**config.mk**
```make
export PLATFORM = sky130hd
export DESIGN_NAME = char_lcd_write_sequencer_flat
export DESIGN_NICKNAME = d
export VERILOG_FILES = /design/src/hw/rtl/clws_pkg.sv /design/src/hw/rtl/clws_in_if.sv /design/src/hw/rtl/clws_out_if.sv /design/src/hw/rtl/clws_decode.sv /design/src/hw/rtl/clws_emit.sv /design/src/hw/rtl/char_lcd_write_sequencer.sv /design/src/flat_wrapper.sv
export SDC_FILE = /design/constraint.sdc
export NUM_CORES = 1
export LEC_CHECK = 0
export BUFFER_PORTS_ARGS = -buffer_cell sky130_fd_sc_hd__buf_2
export CAP_MARGIN = 10
export CORE_MARGIN = 8
export CORE_UTILIZATION = 57
export CTS_CLUSTER_SIZE = 30
export DETAILED_ROUTE_END_ITERATION = 16
export PLACE_DENSITY_LB_ADDON = 0.12
export SETUP_SLACK_MARGIN = 0.5
export SYNTH_ARGS = -nofsm -noshare
export SYNTH_HDL_FRONTEND = slang
export SYNTH_HIERARCHICAL = 1
export SYNTH_SLANG_ARGS = --single-unit
```
**constraint.sdc**
```tcl
create_clock -name clk -period 3.87 [get_ports clk]
set_input_delay 0.387 -clock clk [delete_from_list [all_inputs] [get_ports clk]]
set_output_delay 0.387 -clock clk [all_outputs]
set_load 0.005 [all_outputs]
```
**src/hw/rtl/clws_pkg.sv**
```systemverilog
// shared types, constants and command codes of the character lcd write sequencer
// no dependencies; all but the two interfaces refer to it by scoped names

package clws_pkg;

  // request kinds
  localparam logic [1:0] OP_TEXT = 2'd0;
  localparam logic [1:0] OP_CMD  = 2'd1;
  localparam logic [1:0] OP_MOVE = 2'd2;

  // configuration register indexes
  localparam logic CFG_BUS_MODE   = 1'b0;
  localparam logic CFG_BUSY_CHECK = 1'b1;

  // display geometry and wrap points
  localparam int unsigned LINE_LENGTH   = 16;
  localparam logic [5:0]  WRAP_LINE_TWO = 6'd16;
  localparam logic [5:0]  WRAP_CLEAR    = 6'd32;

  // display command bytes
  localparam logic [7:0] CMD_CLEAR    = 8'h01;
  localparam logic [7:0] CMD_LINE_ONE = 8'h80;
  localparam logic [7:0] CMD_LINE_TWO = 8'hC0;

  // nibble masks
  localparam logic [7:0] HI_NIBBLE = 8'hF0;

  // most bytes one request can cause
  localparam int unsigned MAX_BYTES = 3;

  typedef logic [5:0] count_t;
  typedef logic [1:0] nbytes_t;
  typedef logic [1:0] byte_idx_t;

  typedef struct packed {
    logic bus_mode;
    logic busy_check;
  } cfg_t;

  typedef struct packed {
    logic [1:0] operation;
    logic [7:0] byte_value;
    logic       start_of_text;
    logic [1:0] line_number;
    logic [7:0] column;
  } item_t;

  // list of bytes for one request, each with its register select
  typedef struct packed {
    nbytes_t                     nbytes;
    logic [MAX_BYTES-1:0]        rs;
    logic [MAX_BYTES-1:0][7:0]   data;
  } desc_t;

endpackage

```
**src/hw/rtl/clws_in_if.sv**
```systemverilog
// request channel of the character lcd write sequencer
// valid/ready handshake carrying one request per transfer; no dependencies

interface clws_in_if;
  logic       valid;
  logic       ready;
  logic [1:0] operation;
  logic [7:0] byte_value;
  logic       start_of_text;
  logic [1:0] line_number;
  logic [7:0] column;

  modport source (output valid, operation, byte_value, start_of_text, line_number, column,
                  input ready);
  modport sink   (input valid, operation, byte_value, start_of_text, line_number, column,
                  output ready);
endinterface

```
**src/hw/rtl/clws_out_if.sv**
```systemverilog
// bus transfer channel of the character lcd write sequencer
// valid/ready handshake carrying one bus transfer per transfer; no dependencies

interface clws_out_if;
  logic       valid;
  logic       ready;
  logic       register_select;
  logic       read_not_write;
  logic [7:0] bus_value;
  logic       last_transfer;

  modport source (output valid, register_select, read_not_write, bus_value, last_transfer,
                  input ready);
  modport sink   (input valid, register_select, read_not_write, bus_value, last_transfer,
                  output ready);
endinterface

```
**src/hw/rtl/clws_decode.sv**
```systemverilog
// request decoder: turns one request into a list of up to three bytes
// and the next text count; depends on clws_pkg

module clws_decode (
  input  clws_pkg::item_t  item,
  input  clws_pkg::count_t count,
  output clws_pkg::desc_t  desc,
  output clws_pkg::count_t count_nxt
);

  clws_pkg::count_t cnt_inc;
  logic             move_ok;

  // count after this character, restarting on start of text
  assign cnt_inc = (item.start_of_text ? 6'd0 : count) + 6'd1;

  assign move_ok = (item.line_number <= 2'd1) &&
                   (item.column < 8'(clws_pkg::LINE_LENGTH));

  always_comb begin
    desc      = '0;
    count_nxt = count;
    unique case (item.operation)
      clws_pkg::OP_TEXT: begin
        desc.nbytes  = 2'd1;
        desc.rs[0]   = 1'b1;
        desc.data[0] = item.byte_value;
        count_nxt    = cnt_inc;
        if (cnt_inc == clws_pkg::WRAP_LINE_TWO) begin
          desc.nbytes  = 2'd2;
          desc.data[1] = clws_pkg::CMD_LINE_TWO;
        end else if (cnt_inc == clws_pkg::WRAP_CLEAR) begin
          desc.nbytes  = 2'd3;
          desc.data[1] = clws_pkg::CMD_CLEAR;
          desc.data[2] = clws_pkg::CMD_LINE_ONE;
          count_nxt    = '0;
        end
      end
      clws_pkg::OP_CMD: begin
        desc.nbytes  = 2'd1;
        desc.data[0] = item.byte_value;
      end
      clws_pkg::OP_MOVE: begin
        if (move_ok) begin
          desc.nbytes  = 2'd1;
          desc.data[0] = ((item.line_number == 2'd0) ? clws_pkg::CMD_LINE_ONE
                                                    : clws_pkg::CMD_LINE_TWO) | item.column;
        end
      end
      default: begin
        desc.nbytes = 2'd0;
      end
    endcase
  end

endmodule

```
**src/hw/rtl/clws_emit.sv**
```systemverilog
// transfer sequencer: holds one byte list, walks it one bus transfer per cycle
// unless out_ch stalls, into a registered output stage; depends on clws_pkg and clws_out_if

module clws_emit (
  input  logic                 clk,
  input  logic                 rst_n,
  input  clws_pkg::cfg_t       cfg,
  input  logic                 load,
  input  clws_pkg::desc_t      desc_in,
  output logic                 slot_free,
  clws_out_if.source           out_ch
);

  logic                  desc_valid_r, desc_valid_nxt;
  clws_pkg::desc_t       desc_r;
  clws_pkg::byte_idx_t   byte_idx_r, byte_idx_nxt;
  logic                  phase_r, phase_nxt;

  logic                  out_valid_r, out_valid_nxt;
  logic                  out_rs_r, out_rnw_r, out_last_r;
  logic [7:0]            out_bus_r;

  logic                  fire;
  logic                  two_phase;
  logic                  xfer_last;
  logic [7:0]            cur_byte;
  logic                  cur_rs;
  logic                  x_rs, x_rnw;
  logic [7:0]            x_bus;

  // four-bit mode and busy-checked eight-bit mode take two transfers a byte
  assign two_phase = !cfg.bus_mode || cfg.busy_check;
  assign fire      = desc_valid_r && (!out_valid_r || out_ch.ready);
  assign cur_byte  = desc_r.data[byte_idx_r];
  assign cur_rs    = desc_r.rs[byte_idx_r];
  assign xfer_last = (byte_idx_r == (desc_r.nbytes - 2'd1)) && (!two_phase || phase_r);
  assign slot_free = !desc_valid_r || (fire && xfer_last);

  // compose the current transfer
  always_comb begin
    x_rs  = cur_rs;
    x_rnw = 1'b0;
    x_bus = cur_byte;
    if (!cfg.bus_mode) begin
      x_bus = phase_r ? {cur_byte[3:0], 4'b0000} : (cur_byte & clws_pkg::HI_NIBBLE);
    end else if (cfg.busy_check && !phase_r) begin
      x_rs  = 1'b0;
      x_rnw = 1'b1;
      x_bus = 8'h00;
    end
  end

  // sequencer position
  always_comb begin
    desc_valid_nxt = desc_valid_r;
    byte_idx_nxt   = byte_idx_r;
    phase_nxt      = phase_r;
    if (fire) begin
      if (two_phase && !phase_r) begin
        phase_nxt = 1'b1;
      end else begin
        phase_nxt    = 1'b0;
        byte_idx_nxt = byte_idx_r + 2'd1;
      end
      if (xfer_last) begin
        desc_valid_nxt = 1'b0;
      end
    end
    if (load) begin
      desc_valid_nxt = 1'b1;
      byte_idx_nxt   = '0;
      phase_nxt      = 1'b0;
    end
  end

  assign out_valid_nxt = fire ? 1'b1 : (out_ch.ready ? 1'b0 : out_valid_r);

  always_ff @(posedge clk) begin
    if (!rst_n) begin
      desc_valid_r <= 1'b0;
      byte_idx_r   <= '0;
      phase_r      <= 1'b0;
      out_valid_r  <= 1'b0;
    end else begin
      desc_valid_r <= desc_valid_nxt;
      byte_idx_r   <= byte_idx_nxt;
      phase_r      <= phase_nxt;
      out_valid_r  <= out_valid_nxt;
    end
  end

  // payload registers
  always_ff @(posedge clk) begin
    if (load) begin
      desc_r <= desc_in;
    end
    if (fire) begin
      out_rs_r   <= x_rs;
      out_rnw_r  <= x_rnw;
      out_bus_r  <= x_bus;
      out_last_r <= xfer_last;
    end
  end

  assign out_ch.valid           = out_valid_r;
  assign out_ch.register_select = out_rs_r;
  assign out_ch.read_not_write  = out_rnw_r;
  assign out_ch.bus_value       = out_bus_r;
  assign out_ch.last_transfer   = out_last_r;

endmodule

```
**src/hw/rtl/char_lcd_write_sequencer.sv**
```systemverilog
// top level of the character lcd write sequencer: configuration registers,
// text count and the decoder and sequencer; depends on clws_pkg, clws_in_if,
// clws_out_if, clws_decode and clws_emit
//
// usage
//   in_ch takes requests (text character, raw command, cursor move); out_ch
//   gives one bus transfer per transfer, last_transfer marking the final one
//   of a request. cfg_we/cfg_index/cfg_data write bus_mode (index 0) and busy
//   check enable (index 1); the user must write them only while the block is
//   idle, which the block does not enforce. a request is decoded on acceptance
//   into up to three bytes; each byte takes two transfers in four-bit mode or
//   busy-checked eight-bit mode and one otherwise, so a request causes up to
//   six transfers, one a cycle unless out_ch stalls. an accepted byte list is
//   loaded into the sequencer, which then moves its first transfer into the
//   output register. the next request is accepted in the cycle the current
//   one's last transfer moves into the output register, so requests follow
//   back to back; a request causing no transfer loads nothing into the
//   sequencer. the rate is set by the single sequencer walking the byte list.
//   reset clears the text count, sets four-bit mode with busy check on and
//   empties the pipeline. when the receiver stalls the output register holds
//   its transfer and the sequencer, then the request channel, stop.

module char_lcd_write_sequencer (
  input  logic       clk,
  input  logic       rst_n,
  clws_in_if.sink    in_ch,
  clws_out_if.source out_ch,
  input  logic       cfg_we,
  input  logic       cfg_index,
  input  logic       cfg_data
);

  clws_pkg::cfg_t   cfg_r;
  clws_pkg::count_t count_r;
  clws_pkg::count_t count_nxt;
  clws_pkg::item_t  item;
  clws_pkg::desc_t  desc;
  logic             slot_free;
  logic             accept;

  assign item.operation     = in_ch.operation;
  assign item.byte_value    = in_ch.byte_value;
  assign item.start_of_text = in_ch.start_of_text;
  assign item.line_number   = in_ch.line_number;
  assign item.column        = in_ch.column;

  assign in_ch.ready = slot_free;
  assign accept      = in_ch.valid && slot_free;

  clws_decode u_decode (
    .item      (item),
    .count     (count_r),
    .desc      (desc),
    .count_nxt (count_nxt)
  );

  clws_emit u_emit (
    .clk       (clk),
    .rst_n     (rst_n),
    .cfg       (cfg_r),
    .load      (accept && (desc.nbytes != 2'd0)),
    .desc_in   (desc),
    .slot_free (slot_free),
    .out_ch    (out_ch)
  );

  // configuration registers and text count
  always_ff @(posedge clk) begin
    if (!rst_n) begin
      cfg_r.bus_mode   <= 1'b0;
      cfg_r.busy_check <= 1'b1;
      count_r          <= '0;
    end else begin
      if (cfg_we) begin
        unique case (cfg_index)
          clws_pkg::CFG_BUS_MODE:   cfg_r.bus_mode   <= cfg_data;
          clws_pkg::CFG_BUSY_CHECK: cfg_r.busy_check <= cfg_data;
          default: ;
        endcase
      end
      if (accept) begin
        count_r <= count_nxt;
      end
    end
  end

endmodule

```
**src/flat_wrapper.sv**
```systemverilog
// flat-port wrapper written by rule: the top's interface ports become plain ports
module char_lcd_write_sequencer_flat 
  (clk, rst_n, cfg_we, cfg_index, cfg_data, in_ch_valid, in_ch_operation, in_ch_byte_value, in_ch_start_of_text, in_ch_line_number, in_ch_column, in_ch_ready, out_ch_valid, out_ch_register_select, out_ch_read_not_write, out_ch_bus_value, out_ch_last_transfer, out_ch_ready);
  clws_in_if in_ch_i ();
  clws_out_if out_ch_i ();
  input  logic clk;
  input  logic rst_n;
  input  logic cfg_we;
  input  logic cfg_index;
  input  logic cfg_data;
  input wire logic [$bits(in_ch_i.valid)-1:0] in_ch_valid;
  input wire logic [$bits(in_ch_i.operation)-1:0] in_ch_operation;
  input wire logic [$bits(in_ch_i.byte_value)-1:0] in_ch_byte_value;
  input wire logic [$bits(in_ch_i.start_of_text)-1:0] in_ch_start_of_text;
  input wire logic [$bits(in_ch_i.line_number)-1:0] in_ch_line_number;
  input wire logic [$bits(in_ch_i.column)-1:0] in_ch_column;
  output wire logic [$bits(in_ch_i.ready)-1:0] in_ch_ready;
  output wire logic [$bits(out_ch_i.valid)-1:0] out_ch_valid;
  output wire logic [$bits(out_ch_i.register_select)-1:0] out_ch_register_select;
  output wire logic [$bits(out_ch_i.read_not_write)-1:0] out_ch_read_not_write;
  output wire logic [$bits(out_ch_i.bus_value)-1:0] out_ch_bus_value;
  output wire logic [$bits(out_ch_i.last_transfer)-1:0] out_ch_last_transfer;
  input wire logic [$bits(out_ch_i.ready)-1:0] out_ch_ready;
  assign in_ch_i.valid = in_ch_valid;
  assign in_ch_i.operation = in_ch_operation;
  assign in_ch_i.byte_value = in_ch_byte_value;
  assign in_ch_i.start_of_text = in_ch_start_of_text;
  assign in_ch_i.line_number = in_ch_line_number;
  assign in_ch_i.column = in_ch_column;
  assign in_ch_ready = in_ch_i.ready;
  assign out_ch_valid = out_ch_i.valid;
  assign out_ch_register_select = out_ch_i.register_select;
  assign out_ch_read_not_write = out_ch_i.read_not_write;
  assign out_ch_bus_value = out_ch_i.bus_value;
  assign out_ch_last_transfer = out_ch_i.last_transfer;
  assign out_ch_i.ready = out_ch_ready;
  char_lcd_write_sequencer u_core (.clk(clk), .rst_n(rst_n), .in_ch(in_ch_i), .out_ch(out_ch_i), .cfg_we(cfg_we), .cfg_index(cfg_index), .cfg_data(cfg_data));
endmodule
```
# --- Yosys cells after proc, flatten, opt, wreduce, memory -nomap -nowiden ---
# Cells that the tools add are included.
op_classes:
  add_sub_neg: 3
  n_eq_ne: 5
  n_bitwise: 5
  reduce_logical: 31
  magnitude_cmp: 3
  mux: 30
op_table:
  columns: ["op", "count"]
  rows:
  - ["$mux W8", 7]
  - ["$mux W6", 3]
  - ["$mux W17", 1]
  - ["$bmux W8 S2", 1]
  - ["$mux W16", 1]
  - ["$pmux W8 S2", 1]
  - ["$mux W1", 11]
  - ["$reduce_and A2 Y1", 5]
  - ["$logic_and A1 B1 Y1", 8]
  - ["$lt A8 B5 Y1 const B", 1]
  - ["$or A8 B8 Y8", 1]
  - ["$reduce_bool A2 Y1", 4]
  - ["$mux W7", 1]
  - ["$add A6 B1 Y6 const B", 1]
  - ["$eq A6 B5 Y1 const B", 1]
  - ["$eq A6 B6 Y1 const B", 1]
  - ["$pmux W2 S3", 1]
  - ["$reduce_or A2 Y1", 3]
  - ["$logic_not A1 Y1", 5]
  - ["$logic_not A2 Y1", 2]
  - ["$logic_or A1 B1 Y1", 4]
  - ["$mux W2", 2]
  - ["$not A1 Y1", 4]
  - ["$lt A2 B3 Y1 const B", 1]
  - ["other kinds (7)", 7]
totals:
  inputBits: 28
  regBits: 51

# --- Depth between registers and ports, before layout ---
# Gate-level depths: netlist (run 1).
logic_depth:
  word_depth: 11
  mapped_depth: 11
  depth_no_buf: 10

# --- Modules after synthesis ---
# Netlist (run 1), hierarchy kept.
modules_own_cells:
  columns: ["mod", "n_inst", "area_per_inst_um2", "cells_per_inst"]
  rows:
  - ["clws_emit", 1, 1725.4, 114]
  - ["clws_decode", 1, 548.0, 82]
  - ["char_lcd_write_sequencer", 1, 325.3, 36]

# --- Worst setup path after synthesis (run 1) ---
# No wires, ideal clock.
synth_path:
  path_type: "input to register"
  start: "input port in_ch_start_of_text"
  end: "register u_core.u_emit.phase_r"
  cell_stages: 11
  setup_slack_ps: 866
  arrival_ps: 2890
  required_ps: 3755
  setup_ps: 115
  path_buffers: 1
  path_cell_list: "clkbuf_1 nor2b_1 ha_1 nand2_1 a2111o_1 a2111oi_2 or2_1 o21a_1 inv_1 nand2_1 nor2_1"
synth_lines:
  columns: ["element", "line", "source"]
  rows:
  - ["start: declaration", "flat_wrapper.sv:14", "input wire logic [$bits(in_ch_i.start_of_text)-1:0] in_ch_start_of_text;"]
  - ["end signal: assignment", "clws_emit.sv:87", "phase_r <= phase_nxt;"]
  - ["end: declaration", "clws_emit.sv:17", "logic phase_r, phase_nxt;"]

==> results of run 1 <==
-- tightest hold or removal path, delay by kind of cell --
| family | cells | cell delay, ps |
|---|---|---|
| mux | 1 | 50 |
| simple gates | 1 | 50 |
| buf+inv | 1 | 110 |
-- cell usage in the layout (no fill, tap or decap), drive strengths merged, types with 3 or more instances in the layout --
| master | instances |
|---|---|
| clkbuf | 5 |
| a21o | 3 |
| nand2 | 19 |
| o21ai | 11 |
| and2b | 3 |
| nor2 | 23 |
| nor3 | 4 |
| nor2b | 9 |
| nand3 | 3 |
| conb | 14 |
| inv | 5 |
| buf | 42 |
| dfxtp | 13 |
| o22ai | 4 |
| a21oi | 14 |
| nand4 | 7 |
| mux2i | 13 |
| or2 | 4 |
| a22o | 5 |
| edfxtp | 40 |
-- Yosys cell counts, drive strengths merged (5+ instances only) --
| master | number |
|---|---|
| a21oi | 14 |
| a22o | 5 |
| nand2 | 19 |
| nand4 | 7 |
| buf | 23 |
| nor2 | 23 |
| o21ai | 11 |
| mux2i | 13 |
| inv | 5 |
| nor2b | 9 |
| edfxtp | 40 |
| dfxtp | 13 |
-- flip-flops by register name (all words and copies together) (netlist names) --
| signal | cells |
|---|---|
| u_core/u_emit/desc_r | 29 |
| u_core/u_emit/out_ch.bus_value | 8 |
| u_core/count_r | 6 |
| u_core/cfg_r | 2 |
| u_core/u_emit/byte_idx_r | 2 |
| u_core/u_emit/desc_valid_r | 1 |
| u_core/u_emit/out_ch.last_transfer | 1 |
| u_core/u_emit/out_ch.read_not_write | 1 |
| u_core/u_emit/out_ch.register_select | 1 |
| u_core/u_emit/out_ch.valid | 1 |
| u_core/u_emit/phase_r | 1 |
-- cells by family after synthesis --
logic type / count (synthesis)
xor+xnor: 4
buf+inv: 29
flops: 53
fa+ha+maj: 1
other cells: 1
simple gates: 82
mux: 13
compound gates: 49
-- layer usage --
layer	up-vias	track usage
met5	-	0
met3	5	0.0400
met4	0	0.0628
met1	785	0.152
met2	46	0.211
li1	890	-
-- metrics by stage --
| stage | total power, mW | hold WS [ps] |
|---|---|---|
| after floorplan | 0.726 | 425 |
| after global placement | 0.751 | 491 |
| after detailed placement | 0.754 | 490 |
| after CTS | 1.11 | 326 |
| after global routing | 1.15 | 330 |
| final | 1.10 | 338 |
-- power groups by stage --
stage | clock network (mW) | registers [mW] | logic [mW]
finish | 0.363 | 0.651 | 0.0893
global route | 0.400 | 0.653 | 0.101
CTS | 0.372 | 0.651 | 0.0897
detailed placement | 0 | 0.664 | 0.0894
global placement | 0 | 0.663 | 0.0875
floorplan | 0 | 0.662 | 0.0634
-- cell type report --
class	instances	area, sq um
Sequential cell	53	1460
Clock inverter	3	41.3
Tap cell	52	65.1
Timing Repair Buffer	42	215
Fill cell	362	1520
Inverter	5	18.8
Clock buffer	5	68.8
Multi-Input combinational cell	163	990
-- worst paths after layout --
kind / start / endpoint / slack [ps] / cells after the start
worst max-delay path: u_core/count_r[0]$_SDFFE_PN0P_ / u_core/u_emit/phase_r$_SDFFE_PP0P_ / 1130 / 11
worst min-delay path: cfg_data / u_core/cfg_r[1]$_SDFFE_PN0P_ / 340 / 3
worst max register to register: u_core/count_r[0]$_SDFFE_PN0P_ / u_core/u_emit/phase_r$_SDFFE_PP0P_ / 1130 / 11
worst min register to register: u_core/cfg_r[1]$_SDFFE_PN0P_ / u_core/cfg_r[1]$_SDFFE_PN0P_ / 510 / 2
==> reports/qor.yml, run 1 <==
outcome:
  outcome: "finished, final reports clean"
timing:
  maxSlewHeadroom: 0.534
  worst_slew_pin_slew_ps: 698
  finalSetupViolCount: 0
  slew_violations: 0
  fin_tns_setup_ps: 0
  setup_ws_ps: 1130
  hold_violations: 0
  fmax_mhz: 365
  period_share: 0.708
  post-route-min-period_ps: 2740
  rsz0062_at_grt: "no"
  fin_worst_skew_ps: 2.79
routing:
  route.detailed.drc: 0
  vias: 1726
  wl_met2_mm: 2.02
  dr.pass1.iters: 4
  routedWlPerCell_um: 13.8
  drtAntennaViolNets: 0
  wirelength_met1_mm: 2.10
  drtIter0Drc: 86
  viasPerCell: 5.34
  top_layer_used: "met4"
  dr_wl_met3_um: 237
  wl_mm: 4.44
clocking:
  cts.sinks: 53
  clockRootBuffer: "clkbuf_8"
  path_clk_slew_ps: 90
  post_cts_resized: 0
  cts_buffers: 5
  insertion_delay_ps: 300
  hold_buffers: 0
  cts_tree: "built"
  post-cts-setup-buffers: 0
  htreeDepth: 2
  clockBufferDepth: 2
min_path:
  hold_class: "in -> reg"
placement:
  pre_cts_slack_ps: 1070
  gp_congestion: 0.876
  io_buffer_count: 40
  dpl-instance-area_sq_um: 2750
  dp.cells: 315
  dpl.hpwl_mm: 3.28
finish:
  final_area_sq_um: 2860
  drive_gt1_frac: 0.210
  nets: 299
  diodes: 0
  layout.cells.non_filler: 323
  fin_util: 0.652
  area_growth_syn_to_layout_pct: 10.1
global_routing:
  grt_pass1_vias: 1740
  antenna_found_initial: 0
  grt_max_degree: 31
  grtUsageTotal: 0.130
  grt_pass1_wl_mm: 7.51
  grt-ovfl-total: 0
synth:
  ys_seq_area_frac: 0.562
  synthArstFlopShare: 0
  synth_edf_count: 40
  synth-simple-area-share: 0.159
  ys_ff_latch: 53
  synth_fa_ha_area_frac: 0.00481
  synth_top_cell_by_area: "edfxtp_1"
  synth_mux_area_frac: 0.0501
  synth-compound-area-share: 0.133
  synthTopCellsByArea: "edfxtp_1 (46%), dfxtp_1 (10%), mux2i_1 (5.0%), buf_4 (4.6%), nor2_1 (3.3%)"
  synth_cell_types: 47
  syn_inst: 232
  netlist.area_leader.share: 0.462
  netlist_area_sq_um: 2600
  synth_area_per_cell_sq_um: 11.2
  synth_top_family_by_area: "simple AND/OR/NAND/NOR gates"
  yosys_warnings: 6
  synth_ff_type: "edfxtp_1"
  synth_xor_xnor_area_share: 0.0135
power_and_ir_drop:
  leakagePower_nw: 1.10
  powerDensity_nw_per_um2: 386
  clkPwrFrac: 0.329
  ir_drop_uv: 256
  p_comb_frac: 0.081
  seqPwrFrac: 0.590
  p_sw_mw: 0.235
  sw_frac_of_total: 0.213
  intPower_mw: 0.868
worst_setup_path:
  cp.arrival_ps: 2940
  worstPathRequired_ps: 4070
  cpMaxStageDelayCell: "dfxtp_1"
  worstSetupPathType: "reg -> reg"
  crit_family: "compound AO/OA/AOI/OAI gates"
  crit_fanout: 30
  end_kind: "flop"
  startpoint_type: "flop"
  cp_num_buf_inv: 2
  timing.critical_path.mode_cell: "nand2_1"
  path_cells: "nor2b_1, ha_1, nand2_1, a2111o_1, a2111oi_4, or2_1, o21a_1, buf_4, inv_1, nand2_1, nor2_1"
  slowest_delay_ps: 480
die:
  pin_count: 41
  coreArea_sq_um: 4380
  die_h_um: 83.5
  die_w_um: 83.5
  die_area_sq_um: 6980
  start_util: 0.593
  rows: 24
job:
  drv_cap: 0
No activity file was read; power rests on OpenSTA's default activity.
==> inputs of run 2 (changes only) <==
Settings changed: CORE_UTILIZATION 57 to 51.
Clock period 3.87 ns to 2.4 ns, I/O delays scaled along.
==> run 2 against run 1 <==
Core utilization decreased by 0.15 points. Non-clock buffer count up 22. Setup slack worse by 1100 ps. Sequential share of layout area fell by 6.0 points. Critical path depth decreased by 3. Combinational power is 120% higher. First-iteration DRC count increased by 35%. Cell count increased by 12%. Routed wire length up 9.2%.
==> reports/qor.yml, run 2 (synthesis gave the netlist of run 1 again) <==
die:
  rows: 26  # +8.3%
  pin_count: 41  # unchanged
  coreArea_sq_um: 5010  # +14%
  die_w_um: 87.4  # +4.6%
  die_area_sq_um: 7640  # +9.5%
  start_util: 0.519  # -0.0740
  die_h_um: 87.4  # +4.6%
placement:
  dpl.hpwl_mm: 3.46  # +5.6%
  pre_cts_slack_ps: 67.8  # -998 ps
  io_buffer_count: 40  # unchanged
  gp_congestion: 0.925  # +5.6%
finish:
  regMostFlops: "u_core/u_emit/desc_r"
  regArea_sq_um: 1470  # +0.68%
  final_cell_mix: "buf_2 (40), edfxtp_1 (40), nor2_1 (22), nand2_1 (16)"
  multi_input_area_sq_um: 1080  # +9.1%
  area_growth_syn_to_layout_pct: 25.5
  fillers: 415  # +15%
  largest_register_ffs: 29  # unchanged
  nets: 321  # +7.4%
  diodes: 0  # unchanged
  fin_util: 0.651  # -0.00155
  drive_gt1_frac: 0.331  # +0.121
timing:
  worst_slew_pin_slew_ps: 576  # -122 ps
  post-route-min-period_ps: 2330  # -411 ps
  slew_violations: 0  # unchanged
  rsz0062_at_grt: "yes"
  fin_worst_skew_ps: 7.06  # +4.27 ps
  maxSlewHeadroom: 0.613  # +0.0788
  setup_ws_ps: 69.9  # -1060 ps
  whs_ps: 186  # -152 ps
  finalSetupViolCount: 0  # unchanged
  fmax_mhz: 429  # +18%
  fin_tns_setup_ps: 0  # unchanged
  period_share: 0.971  # +0.263
  hold_violations: 0  # unchanged
clocking:
  path_clk_slew_ps: 90  # about the same
  cts_buffers: 5  # unchanged
  cts_tree: "built"
  htreeDepth: 2  # unchanged
  cts.sinks: 53  # unchanged
  hold_buffers: 0  # unchanged
  insertion_delay_ps: 300  # about the same
  clockBufferDepth: 2  # unchanged
  clockRootBuffer: "clkbuf_8"
routing:
  wl_mm: 4.85  # +9.2%
  drtAntennaViolNets: 0  # unchanged
  drtIter0Drc: 116  # +35%
  route.detailed.drc: 0  # unchanged
  dr.pass1.iters: 4  # unchanged
  routedWlPerCell_um: 13.4  # -2.8%
  vias: 1794  # +3.9%
  viasPerCell: 4.94  # -7.5%
min_path:
  min-delay-start: "cfg_data"
  hold-path-endpoint: "u_core/cfg_r[1]$_SDFFE_PN0P_"
  hold_class: "in -> reg"
  min_path_cells: 3  # unchanged
global_routing:
  grtUsageTotal: 0.130  # +0.000188
  grt_max_degree: 19  # -39%
  antenna_found_initial: 0  # unchanged
  grt-ovfl-total: 0  # unchanged
  grt_pass1_wl_mm: 7.62  # +1.5%
  grt_pass1_vias: 1664  # -4.4%
worst_setup_path:
  r2r_slack_ps: 70  # -1060 ps
  crit_fanout: 7  # -77%
  worstSetupPathType: "reg -> reg"
  worstPathRequired_ps: 2440  # -1630 ps
  startpoint_type: "flop"
  cp.arrival_ps: 2370  # -570 ps
  end_kind: "flop"
  reg2regPathDepth: 8  # -3
  r2r_end: "u_core/u_emit/desc_r[20]$_DFFE_PP_"
  r2r-start: "u_core/count_r[0]$_SDFFE_PN0P_"
power_and_ir_drop:
  powerDensity_nw_per_um2: 564  # +46%
  leakagePower_nw: 1.28  # +17%
  power_mw: 1.84  # +67%
  ir_drop_uv: 321  # +26%
job:
  drv_cap: 0  # unchanged
outcome:
  outcome: "finished, final reports clean"
-- run 2: where the power goes --
part	internal [mW]	switching, mW	total (mW)	leakage [nW]
logic	0.0987	0.100	0.199	0.744
registers	1.03	0.0159	1.05	0.481
clock network	0.313	0.282	0.595	0.0554
-- run 2: final cells by class --
| type | count | area share |
|---|---|---|
| sequential | 53 | 0.451 |
| timing repair buffer | 64 | 0.147 |
| clock inverter | 2 | 0.0119 |
| multi-input combinational | 163 | 0.331 |
| tap | 70 | 0.0269 |
| inverter | 5 | 0.00959 |
| clock buffer | 6 | 0.0223 |
-- run 2: worst max-delay path by stage --
stage	slack, ps	cells past startpoint	start	to
2_1_floorplan	140	8	in_ch_start_of_text	u_core/u_emit/desc_r[0]$_DFFE_PP_
3_3_place_gp	140	8	u_core/count_r[1]$_SDFFE_PN0P_	u_core/u_emit/desc_r[18]$_DFFE_PP_
3_5_place_dp	70	8	u_core/count_r[0]$_SDFFE_PN0P_	u_core/u_emit/desc_r[9]$_DFFE_PP_
4_1_cts	100	10	u_core/count_r[0]$_SDFFE_PN0P_	u_core/u_emit/desc_r[23]$_DFFE_PP_
5_1_grt	5	9	u_core/count_r[0]$_SDFFE_PN0P_	u_core/u_emit/desc_r[20]$_DFFE_PP_
6_report	70	8	u_core/count_r[0]$_SDFFE_PN0P_	u_core/u_emit/desc_r[20]$_DFFE_PP_
-- run 2: critical path: stages (launching register included) --
cell	delay (ps)
dfxtp_4	350
buf_4	150
a21o_1	160
a2111o_1	420
a2111oi_4	350
or2_1	200
o21a_4	160
buf_6	130
clkbuf_16	130
-- run 2: metal layers --
metal	wire length [um]	GRT usage	vias to the layer above
met5	0	0	-
met4	110	0.0672	0
met3	281	0.0349	8
met2	2290	0.209	54
met1	2170	0.155	797
li1	-	-	935
-- run 2: through the flow --
step	std cells	instance area, sq um
2_1_floorplan	245	2710
3_3_place_gp	341	2890
3_5_place_dp	341	2890
4_1_cts	357	3120
5_1_grt	363	3260
6_report	363	3260
-- run 2: what timing repair did --
item | 4_1_cts | 5_1_grt
gates cloned | 1 | 2
gates resized for setup | 8 | 16
endpoints found under the setup margin | 36 | 37
setup buffers | 7 | 4
hold endpoints to repair | 0 | 0
pin swaps | 7 | 3
==> inputs of run 3 (changes only) <==
Settings changed: CORE_UTILIZATION 51 to 60.
Clock period 2.4 ns to 3 ns, I/O delays scaled along.
==> run 3 against run 2 <==
Flip-flop and latch count did not move. Setup slack improved by 450 ps. Global-route usage rose by 2.2 points. Via count rose by 0.84%. Sequential power fell by 20%. Critical path type unchanged. Largest power group unchanged. Highest routed layer unchanged.
==> reports/qor.yml, run 3 (synthesis gave the netlist of run 1 again) <==
routing:
  drtAntennaViolNets: 0  # unchanged
  route.detailed.drc: 0  # unchanged
  vias: 1809  # +0.84%
  dr.pass1.iters: 4  # unchanged
  viasPerCell: 5.38  # +8.9%
  routedWlPerCell_um: 14.6  # +9.4%
  drtIter0Drc: 144  # +24%
  wl_mm: 4.91  # +1.2%
timing:
  rsz0062_at_grt: "yes"
  maxSlewHeadroom: 0.608  # -0.00441
  fin_tns_setup_ps: 0  # unchanged
  fmax_mhz: 404  # -5.9%
  post-route-min-period_ps: 2480  # +146 ps
  finalSetupViolCount: 0  # unchanged
  worst_slew_pin_slew_ps: 583  # +6.56 ps
  period_share: 0.825  # -0.146
  hold_violations: 0  # unchanged
  slew_violations: 0  # unchanged
  whs_ps: 235  # +49.0 ps
  fin_worst_skew_ps: 7.14  # +0.0828 ps
die:
  die_w_um: 81.8  # -6.4%
  rows: 24  # -7.7%
  die_h_um: 81.8  # -6.4%
  coreArea_sq_um: 4260  # -15%
  die_area_sq_um: 6690  # -12%
  pin_count: 41  # unchanged
  start_util: 0.609  # +0.0907
min_path:
  hold_class: "in -> reg"
job:
  drv_cap: 0  # unchanged
placement:
  dpl.hpwl_mm: 3.29  # -4.9%
  gp_congestion: 0.886  # -4.3%
  dpl-instance-area_sq_um: 2770  # -4.0%
  io_buffer_count: 40  # unchanged
worst_setup_path:
  worstSetupPathType: "reg -> reg"
  cpMaxStageDelayCell: "a2111o_1"
  path_cells: "nor2b_4, ha_4, nand2_4, a2111o_1, a2111oi_4, or2_4, o21a_4, clkbuf_16"
  worstPathRequired_ps: 3030  # +590 ps
  startpoint_type: "flop"
  crit_fanout: 6  # -1
  end_kind: "flop"
  cp.arrival_ps: 2510  # +140 ps
  slowest_delay_ps: 450  # +30 ps
power_and_ir_drop:
  p_sw_mw: 0.320  # -20%
  seqPwrFrac: 0.611  # +0.042
  clkPwrFrac: 0.287  # -0.036
  leakagePower_nw: 1.18  # -7.5%
  intPower_mw: 1.05  # -27%
  p_comb_frac: 0.102  # -0.006
  sw_frac_of_total: 0.233  # +0.0172
  powerDensity_nw_per_um2: 450  # -20%
  ir_drop_uv: 280  # -13%
finish:
  regMostFlops: "u_core/u_emit/desc_r"
  nets: 312  # -2.8%
  diodes: 0  # unchanged
  largest_register_ffs: 29  # unchanged
  area_growth_syn_to_layout_pct: 17.2
  fillers: 324  # -22%
  final_area_sq_um: 3050  # -6.6%
  regArea_sq_um: 1470  # -0.17%
  final_cell_mix: "buf_2 (40), edfxtp_1 (40), nor2_1 (23), nand2_1 (17), conb_1 (14)"
  drive_gt1_frac: 0.282  # -0.0494
  multi_input_area_sq_um: 1070  # -0.81%
clocking:
  cts_tree: "built"
  path_clk_slew_ps: 90  # about the same
  insertion_delay_ps: 310  # about the same
  cts_buffers: 5  # unchanged
  clockRootBuffer: "clkbuf_8"
  htreeDepth: 2  # unchanged
  cts.sinks: 53  # unchanged
  clockBufferDepth: 2  # unchanged
global_routing:
  antenna_found_initial: 0  # unchanged
  grtUsageTotal: 0.152  # +0.0221
  grt-ovfl-total: 0  # unchanged
  grt_pass1_wl_mm: 7.76  # +1.8%
  grt_max_degree: 19  # unchanged
  grt_pass1_vias: 1662  # -0.12%
outcome:
  outcome: "finished, final reports clean"
[run 3: changes by cell type in the layout (fill, tap and decap cells not counted), moves of 2 or more]
cell | before | now
dfxtp_2 | 2 | 0
nor2b_2 | 2 | 0
xnor2_1 | 0 | 2
buf_6 | 5 | 0
xnor2_2 | 2 | 0
buf_4 | 14 | 12
dfxtp_1 | 9 | 11
[run 3: final timing paths]
| check | depth (start not counted) | to | slack (ps) | startpoint |
|---|---|---|---|---|
| worst min register to register | 2 | u_core/cfg_r[1]$_SDFFE_PN0P_ | 510 | u_core/cfg_r[1]$_SDFFE_PN0P_ |
| worst min-delay path | 3 | u_core/cfg_r[1]$_SDFFE_PN0P_ | 230 | cfg_data |
| worst max register to register | 8 | u_core/u_emit/desc_r[26]$_DFFE_PP_ | 520 | u_core/count_r[1]$_SDFFE_PN0P_ |
| worst max-delay path | 8 | u_core/u_emit/desc_r[26]$_DFFE_PP_ | 520 | u_core/count_r[1]$_SDFFE_PN0P_ |
[run 3: per-layer routing]
layer,global-route usage,part of all wire,up-vias
li1,-,-,921
met1,0.194,0.45,838
met2,0.241,0.48,45
met3,0.0416,0.057,5
met4,0.0579,0.013,0
met5,0,0,-
[run 3: per-stage QoR]
stage / instances / setup WS [ps] / power (mW) / util
6_report: 336 / 524 / 1.37 / 0.714
5_1_grt: 336 / 476 / 1.43 / 0.714
4_1_cts: 330 / 512 / 1.37 / 0.688
3_5_place_dp: 317 / 229 / 0.974 / 0.650
3_3_place_gp: 317 / 355 / 0.970 / 0.650
2_1_floorplan: 245 / 553 / 0.937 / -
[run 3: final cells by class]
| cell class | count | area share |
|---|---|---|
| timing repair buffer | 54 | 0.110 |
| clock inverter | 3 | 0.00575 |
| clock buffer | 5 | 0.0226 |
| sequential | 53 | 0.482 |
| inverter | 5 | 0.00616 |
| tap | 52 | 0.0214 |
| multi-input combinational | 164 | 0.352 |
[run 3: repair_timing]
item                                    CTS  global route
pin swaps                                 1             5
gates cloned                              1             1
hold endpoints to repair                  0             0
hold buffers                              0             0
gates resized for setup                   5            12
setup buffers                             4             5
endpoints found under the setup margin   33            32
[run 3: power by group through the flow]
stage	sequential (mW)	clock, mW	combinational, mW
final	0.836	0.394	0.140
after global routing	0.840	0.432	0.155
after CTS	0.839	0.403	0.129
after detailed placement	0.856	0	0.118
after global placement	0.854	0	0.116
after floorplan	0.854	0	0.0831
[run 3: critical path, delay by kind of cell, from the launching register on]
family / cells / cell delay (ps)
AO/OA/AOI/OAI: 3 / 1060
adder cells (fa/ha/maj): 1 / 170
buffers and inverters: 1 / 150
flip-flops: 1 / 370
AND/OR/NAND/NOR: 3 / 440
